<file path="src/rtl/core/keypad_two_value_entry_core_defines.svh">
// Assertion macros for the keypad entry core.
`ifndef KEYPAD_TWO_VALUE_ENTRY_CORE_DEFINES_SVH
`define KEYPAD_TWO_VALUE_ENTRY_CORE_DEFINES_SVH

`ifndef SYNTHESIS
`define KPTE_ASSERT_IMP(label, clk, rst_n, ante, cons) \
    label: assert property (@(posedge clk) disable iff (!rst_n) (ante) |-> (cons)) \
        else $error("keypad entry check failed");
`define KPTE_ASSERT_NXT(label, clk, rst_n, ante, cons) \
    label: assert property (@(posedge clk) disable iff (!rst_n) (ante) |=> (cons)) \
        else $error("keypad entry check failed");
`else
`define KPTE_ASSERT_IMP(label, clk, rst_n, ante, cons)
`define KPTE_ASSERT_NXT(label, clk, rst_n, ante, cons)
`endif

`endif

</file>
<file path="src/rtl/core/kpte_pkg.sv">
`timescale 1ns / 1ps
`default_nettype none

package kpte_pkg;

    localparam int KEY_COUNT = 16;
    localparam int TARGET_W  = 7;

    localparam logic [TARGET_W-1:0] ANGLE_LIMIT_RESET = 7'd90;

    // floor(x / 10) = (x * DIV10_MAGIC) >> DIV10_SHIFT for any 32-bit x
    localparam logic [31:0] DIV10_MAGIC = 32'hCCCC_CCCD;
    localparam int          DIV10_SHIFT = 35;

    typedef enum logic [1:0] {
        TMR_NONE    = 2'd0,
        TMR_STOP    = 2'd1,
        TMR_RESTART = 2'd2
    } timer_cmd_t;

    typedef enum logic [2:0] {
        KEY_NONE  = 3'd0,
        KEY_DIGIT = 3'd1,
        KEY_HASH  = 3'd2,
        KEY_STAR  = 3'd3,
        KEY_OTHER = 3'd4
    } key_kind_t;

    localparam key_kind_t KEY_KIND [0:KEY_COUNT-1] = '{
        KEY_DIGIT, KEY_DIGIT, KEY_DIGIT, KEY_OTHER,
        KEY_DIGIT, KEY_DIGIT, KEY_DIGIT, KEY_OTHER,
        KEY_DIGIT, KEY_DIGIT, KEY_DIGIT, KEY_OTHER,
        KEY_STAR,  KEY_DIGIT, KEY_HASH,  KEY_OTHER
    };

    localparam logic [3:0] KEY_VALUE [0:KEY_COUNT-1] = '{
        4'd1, 4'd2, 4'd3, 4'd0,
        4'd4, 4'd5, 4'd6, 4'd0,
        4'd7, 4'd8, 4'd9, 4'd0,
        4'd0, 4'd0, 4'd0, 4'd0
    };

    typedef struct packed {
        logic [KEY_COUNT-1:0] key_matrix;
        logic                 abort_timeout;
    } item_t;

    typedef struct packed {
        logic [TARGET_W-1:0] roll_angle;
        logic [TARGET_W-1:0] pitch_angle;
        logic                display_mode;
        logic [1:0]          timer_command;
        logic [2:0]          entry_phase;
    } result_t;

endpackage

`default_nettype wire

</file>
<file path="src/rtl/core/keypad_two_value_entry_core.sv">
`timescale 1ns / 1ps
`default_nettype none
`include "keypad_two_value_entry_core_defines.svh"

// Channel       | Direction | Handshake             | Word
// --------------+-----------+-----------------------+------------------------------
// item          | in        | item_valid/item_stall | key snapshot, abort flag
// result        | out       | result_valid/stall    | targets, display, timer, phase
// angle_limit   | in        | angle_limit_we        | 7-bit clamp, no read-back
//
// One word in, one word out; a new item is taken every cycle unless item_stall.
// Results go to the output register, or to the skid register while it is held.
// A skid register holds one extra word; item_stall rises only when it is full.
// Reset returns the phase to init, clears the accumulators and targets, limit 90.

module keypad_two_value_entry_core #(
    parameter int ACC_BITS = 16
) (
    input  wire logic             clk,
    input  wire logic             rst_n,
    input  wire logic             item_valid,
    output logic                  item_stall,
    input  wire kpte_pkg::item_t  item,
    output logic                  result_valid,
    input  wire logic             result_stall,
    output kpte_pkg::result_t     result,
    input  wire logic             angle_limit_we,
    input  wire logic [6:0]       angle_limit_data
);

    import kpte_pkg::*;

    typedef enum logic [2:0] {
        PH_INIT  = 3'd0,
        PH_DONE  = 3'd1,
        PH_ROLL  = 3'd2,
        PH_PITCH = 3'd3,
        PH_WAIT  = 3'd4,
        PH_ABORT = 3'd5
    } phase_t;

    phase_t                  phase_reg, phase_next, phase_eff;
    logic [ACC_BITS-1:0]     roll_acc_reg, roll_acc_next;
    logic [ACC_BITS-1:0]     pitch_acc_reg, pitch_acc_next;
    logic [TARGET_W-1:0]     roll_tgt_reg, roll_tgt_next;
    logic [TARGET_W-1:0]     pitch_tgt_reg, pitch_tgt_next;
    logic                    show_reg, show_next;
    logic                    prev_idle_reg;
    logic [TARGET_W-1:0]     limit_reg;

    logic                    out_valid_reg, skid_valid_reg;
    result_t                 out_reg, skid_reg, word_next;

    key_kind_t               kind;
    logic [3:0]              digit;
    logic                    idle, press;
    timer_cmd_t              cmd;

    logic [ACC_BITS-1:0]     sel_acc, acc_mul, acc_div, acc_edit;
    logic [31:0]             div_in;
    logic [63:0]             div_product;
    logic [TARGET_W-1:0]     roll_clamp, pitch_clamp;

    logic                    accept, take;

    assign accept       = item_valid && !skid_valid_reg;
    assign take         = out_valid_reg && !result_stall;
    assign item_stall   = skid_valid_reg;
    assign result_valid = out_valid_reg;
    assign result       = out_reg;

    // take the lowest pressed key
    always_comb
    begin
        kind  = KEY_NONE;
        digit = 4'd0;
        for (int i = KEY_COUNT - 1; i >= 0; i--)
        begin
            if (item.key_matrix[i])
            begin
                kind  = KEY_KIND[i];
                digit = KEY_VALUE[i];
            end
        end
    end

    assign idle  = (kind == KEY_NONE);
    assign press = !idle && prev_idle_reg;

    assign phase_eff = item.abort_timeout ? PH_ABORT : phase_reg;

    assign sel_acc     = (phase_eff == PH_PITCH) ? pitch_acc_reg : roll_acc_reg;
    assign acc_mul     = (sel_acc << 3) + (sel_acc << 1) + ACC_BITS'(digit);
    assign div_in      = 32'(sel_acc);
    assign div_product = div_in * DIV10_MAGIC;
    assign acc_div     = ACC_BITS'(div_product >> DIV10_SHIFT);

    assign acc_edit = (kind == KEY_DIGIT) ? acc_mul :
                      (kind == KEY_STAR)  ? acc_div : sel_acc;

    assign roll_clamp  = (roll_acc_reg < ACC_BITS'(limit_reg)) ?
                         roll_acc_reg[TARGET_W-1:0] : limit_reg;
    assign pitch_clamp = (pitch_acc_reg < ACC_BITS'(limit_reg)) ?
                         pitch_acc_reg[TARGET_W-1:0] : limit_reg;

    always_comb
    begin
        phase_next     = phase_eff;
        roll_acc_next  = roll_acc_reg;
        pitch_acc_next = pitch_acc_reg;
        roll_tgt_next  = roll_tgt_reg;
        pitch_tgt_next = pitch_tgt_reg;
        show_next      = show_reg;
        cmd            = (idle != prev_idle_reg) ? TMR_STOP : TMR_NONE;

        case (phase_eff)
            PH_INIT:
            begin
                roll_acc_next  = '0;
                pitch_acc_next = '0;
                roll_tgt_next  = '0;
                pitch_tgt_next = '0;
                phase_next     = PH_WAIT;
            end
            PH_DONE:
            begin
                roll_tgt_next  = roll_clamp;
                pitch_tgt_next = pitch_clamp;
                roll_acc_next  = '0;
                pitch_acc_next = '0;
                phase_next     = PH_WAIT;
            end
            PH_ROLL:
            begin
                show_next = 1'b1;
                if (press)
                begin
                    roll_acc_next = acc_edit;
                    if (kind == KEY_HASH)
                        phase_next = PH_PITCH;
                    if (kind == KEY_STAR)
                        cmd = TMR_RESTART;
                end
            end
            PH_PITCH:
            begin
                if (press)
                begin
                    pitch_acc_next = acc_edit;
                    if (kind == KEY_HASH)
                        phase_next = PH_DONE;
                    if (kind == KEY_STAR)
                        cmd = TMR_RESTART;
                end
            end
            PH_ABORT:
            begin
                roll_acc_next  = '0;
                pitch_acc_next = '0;
                phase_next     = PH_WAIT;
            end
            default:
            begin
                phase_next = PH_WAIT;
                show_next  = 1'b0;
                if (idle && !prev_idle_reg)
                begin
                    phase_next = PH_ROLL;
                    show_next  = 1'b1;
                end
            end
        endcase

        word_next.roll_angle    = roll_tgt_next;
        word_next.pitch_angle   = pitch_tgt_next;
        word_next.display_mode  = show_next;
        word_next.timer_command = cmd;
        word_next.entry_phase   = phase_next;
    end

    always_ff @(posedge clk or negedge rst_n)
    begin
        if (!rst_n)
        begin
            phase_reg      <= PH_INIT;
            roll_acc_reg   <= '0;
            pitch_acc_reg  <= '0;
            roll_tgt_reg   <= '0;
            pitch_tgt_reg  <= '0;
            show_reg       <= 1'b0;
            prev_idle_reg  <= 1'b0;
            limit_reg      <= ANGLE_LIMIT_RESET;
            out_valid_reg  <= 1'b0;
            skid_valid_reg <= 1'b0;
        end
        else
        begin
            if (angle_limit_we)
                limit_reg <= angle_limit_data;

            if (accept)
            begin
                phase_reg     <= phase_next;
                roll_acc_reg  <= roll_acc_next;
                pitch_acc_reg <= pitch_acc_next;
                roll_tgt_reg  <= roll_tgt_next;
                pitch_tgt_reg <= pitch_tgt_next;
                show_reg      <= show_next;
                prev_idle_reg <= idle;

                if (!out_valid_reg || take)
                begin
                    out_reg       <= word_next;
                    out_valid_reg <= 1'b1;
                end
                else
                begin
                    skid_reg       <= word_next;
                    skid_valid_reg <= 1'b1;
                end
            end
            else if (take)
            begin
                if (skid_valid_reg)
                begin
                    out_reg        <= skid_reg;
                    skid_valid_reg <= 1'b0;
                end
                else
                begin
                    out_valid_reg <= 1'b0;
                end
            end
        end
    end

    `KPTE_ASSERT_IMP(a_skid_behind_out, clk, rst_n, skid_valid_reg, out_valid_reg)
    `KPTE_ASSERT_NXT(a_full_goes_to_skid, clk, rst_n,
                     accept && out_valid_reg && result_stall, skid_valid_reg)
    `KPTE_ASSERT_IMP(a_no_transient_phase, clk, rst_n, out_valid_reg,
                     out_reg.entry_phase != PH_INIT && out_reg.entry_phase != PH_ABORT)
    `KPTE_ASSERT_NXT(a_timeout_to_wait, clk, rst_n,
                     accept && item.abort_timeout, phase_reg == PH_WAIT)

endmodule

`default_nettype wire
</file>
<file path="config.mk">
export PLATFORM = sky130hd
export DESIGN_NAME = keypad_two_value_entry_core
export DESIGN_NICKNAME = d
export VERILOG_FILES = /design/src/rtl/core/kpte_pkg.sv /design/src/rtl/core/keypad_two_value_entry_core.sv
export VERILOG_INCLUDE_DIRS = /design/src /design/src/rtl/core
export SDC_FILE = /design/constraint.sdc
export NUM_CORES = 1
export LEC_CHECK = 0
export BUFFER_PORTS_ARGS = -buffer_cell sky130_fd_sc_hd__buf_2
export CAP_MARGIN = 15
export CORE_ASPECT_RATIO = 0.5
export CORE_MARGIN = 4
export CORE_UTILIZATION = 32
export CTS_BUF_LIST = sky130_fd_sc_hd__clkbuf_8
export CTS_CLUSTER_SIZE = 12
export DETAILED_ROUTE_END_ITERATION = 10
export PLACE_DENSITY = 0.58
export SLEW_MARGIN = 20
export SYNTH_ARGS = -nofsm -noshare
export SYNTH_HDL_FRONTEND = slang
export SYNTH_SLANG_ARGS = --single-unit
</file>
<file path="constraint.sdc">
create_clock -name clk -period 7.8 [get_ports clk]
set_clock_uncertainty 0.1 [all_clocks]
set_input_delay 0.78 -clock clk [delete_from_list [all_inputs] [get_ports clk]]
set_output_delay 0.78 -clock clk [all_outputs]
set_load 0.01 [all_outputs]
</file>
==> run_results.csv <==
group,metric,value,unit
status,status,"complete, no violations",
timing,finalHoldViolations,0,
clock_tree,numCtsBuffers,9,
hold_path,hp-class,"reg2reg",
clock_tree,clock_latency,0.38,ns
floorplan,die_y,139,µm
synthesis,syn_nets,1482,
clock_tree,cts_setup_buffers,0,
floorplan,rows,47,
synthesis,syn_area,11100,µm²
timing,slew_violations,0,
layout,n_antenna_cell,0,
floorplan,dieWidth,271,µm
timing,finalSetupTns,0,ns
synthesis,ys_seq_area_share,24.5,%
layout,area_growth,10.8,%
floorplan,ios,51,
grt,grt_max_degree,63,
synthesis,synth-warning-count,0,
timing,layout_setup_ws,0.343,ns
critical_path,startpoint,"item[0]",
placement,gp_congestion,0.938,
route,drcViolationCount,0,
synthesis,yosys_register_bits,100,
floorplan,coreArea,33600,µm²
placement,place.detailed.hpwl,25300,µm
synthesis,synth_top_area_cell,"ha_1",
grt,antenna_found_initial,0,
synthesis,synth_cell_types,70,
critical_path,worst_setup_path_end_kind,"register",
critical_path,crit-reg2reg-launch,"phase_reg[2]",
synthesis,synth_edf_count,40,
synthesis,synth_common_cells,"178 x inv_1, 163 x ha_1, 107 x nand2_1, 84 x fa_1, 83 x nor2_1",
route,drtAntennaViolNets,0,
clock_tree,cts_tree,"built",
layout,final_util,36.5,%
layout,multi_input_area,7580,µm²
synthesis,synth_top_area_share,18.4,%
critical_path,critPathMaxFanout,12,
grt,grt-ovfl-total,0,
placement,dp_slack,-0.263,ns
timing,worst_hold_slack,0.393,ns
run,drv_cap,0,
synthesis,ys.flop_type,"dfrtp_1",
layout,layout-drive-gt1-share,11.3,%
floorplan,dieArea,37800,µm²
route,viasPerCell,5.18,
critical_path,critPathKind,"in2reg",
grt,grt.total_usage,15.9,%
layout,nFillCells,3386,
floorplan,start_util,32.9,%
synthesis,synthMostInstantiatedCell,"inv_1",
critical_path,required,8.03,ns
route,wire_per_inst,17.4,µm
layout,ff_latch_area,2710,µm²
clock_tree,cts_root_buffer,"clkbuf_8",
synthesis,ys_async_sr_fraction,60.0,%
timing,min_period,7.46,ns
route,num_vias,8998,
grt,grt_pass1_vias,8973,
timing,grt_setup_unrepaired,"false",
timing,max_slew.worst_pin.slew,1.02,ns
clock_tree,clkTransAtPathRegs,0.11,ns
timing,finalSetupViolations,0,
timing,period_share,95.6,%
route,firstDrtPassIters,6,
clock_tree,cts_max_level,3,
timing,maxSlewHeadroom,32.1,%
layout,nNetsFinal,1544,
grt,grt_pass1_wl,48700,µm
placement,port_buffers,50,
timing,fmax,0.134,GHz
route,routed_wl,30300,µm
synthesis,synth.avg_cell_area,9.17,µm²
route,drt_iter0_markers,802,
critical_path,start_kind,"input port",
clock_tree,clockBufferDepth,2,
hold_path,hold_start,"show_reg",
synthesis,syn_inst,1206,
critical_path,cp.arrival,7.68,ns
clock_tree,clkSinkCount,100,
synthesis,synth.area.top_cells,"ha_1 18%, fa_1 15%, dfrtp_1 13%, edfxtp_1 11%, inv_1 6.0%",
==> layout make-up <==
type,instances,share of cell area (%)
Clock inverter,6,0.459
Clock buffer,10,1.12
Tap cell,465,4.75
Timing Repair Buffer,85,4.29
Multi-Input combinational cell,894,61.9
Inverter,178,5.45
Sequential cell,100,22.1
==> through the flow <==
step,std cells,cell area (µm²)
4_1_cts,1738,12200
3_3_place_gp,1722,12000
3_5_place_dp,1722,12000
5_1_grt,1738,12300
6_report,1738,12300
2_1_floorplan,1206,11100
==> layer usage <==
layer | GRT usage [%] | vias up | part of all wire [%] | wire length [µm]
li1 | - | 4306 | - | -
met1 | 22.1 | 4392 | 46 | 14000
met2 | 26.9 | 256 | 47 | 14200
met3 | 1.15 | 44 | 4.7 | 1420
met4 | 4.45 | 0 | 2.0 | 594
met5 | 0 | - | 0 | 0
==> path summary, 6_finish.rpt <==
kind / slack (ns) / depth (start not counted) / endpoint
max: 0.34 / 26 / roll_acc_reg[2]
min: 0.39 / 2 / show_reg
max reg2reg: 0.41 / 25 / roll_acc_reg[2]
min reg2reg: 0.39 / 2 / show_reg
max in group asynchronous: 6.58 / 2 / pitch_acc_reg[9]
min in group asynchronous: 0.48 / 2 / pitch_tgt_reg[2]
==> worst max-delay path, cell delays in order <==
cell	delay [ns]
buf_2	0.14
and4bb_2	0.34
buf_12	0.16
mux2_2	0.37
buf_4	0.16
ha_1	0.22
inv_1	0.08
fa_1	0.46
fa_1	0.59
inv_1	0.06
fa_1	0.49
inv_1	0.06
fa_1	0.53
fa_1	0.57
inv_1	0.05
ha_1	0.33
nand3_1	0.17
nor4_1	0.37
a221oi_2	0.16
o211ai_1	0.32
o21ai_0	0.17
buf_4	0.17
xor2_1	0.17
a2111oi_2	0.42
buf_4	0.18
mux2_2	0.13
==> repair_timing <==
item / in CTS / in global routing
hold endpoints to repair: 0 / 0
hold buffers: 0 / 0
resized for setup: 0 / 3
endpoints found under the setup margin: 0 / 3
==> cells in the final DEF (no fill, tap or decap), drive strengths merged, types with 31 or more instances in the layout <==
cell type	synthesis	routed
a21oi	80	80
buf	8	85
dfrtp	56	56
edfxtp	40	40
fa	84	84
ha	163	163
inv	178	181
nand2	107	107
nor2	84	84
nor3	31	31
o21ai	59	59
==> kinds of logic (layout without fill, tap and decap cells) <==
kind of cell / Yosys count / after routing / synth area share [%]
AND/OR/NAND/NOR: 322 / 322 / 13.7
AO/OA/AOI/OAI: 255 / 255 / 14.5
adder cells (fa/ha/maj): 247 / 247 / 33.6
buffers and inverters: 212 / 279 / 7.33
flip-flops: 100 / 100 / 24.5
multiplexers: 49 / 49 / 4.65
XOR/XNOR: 21 / 21 / 1.66
Power is not shown: default switching activity piles up to over one toggle a cycle in this logic, so the estimate is an artifact.
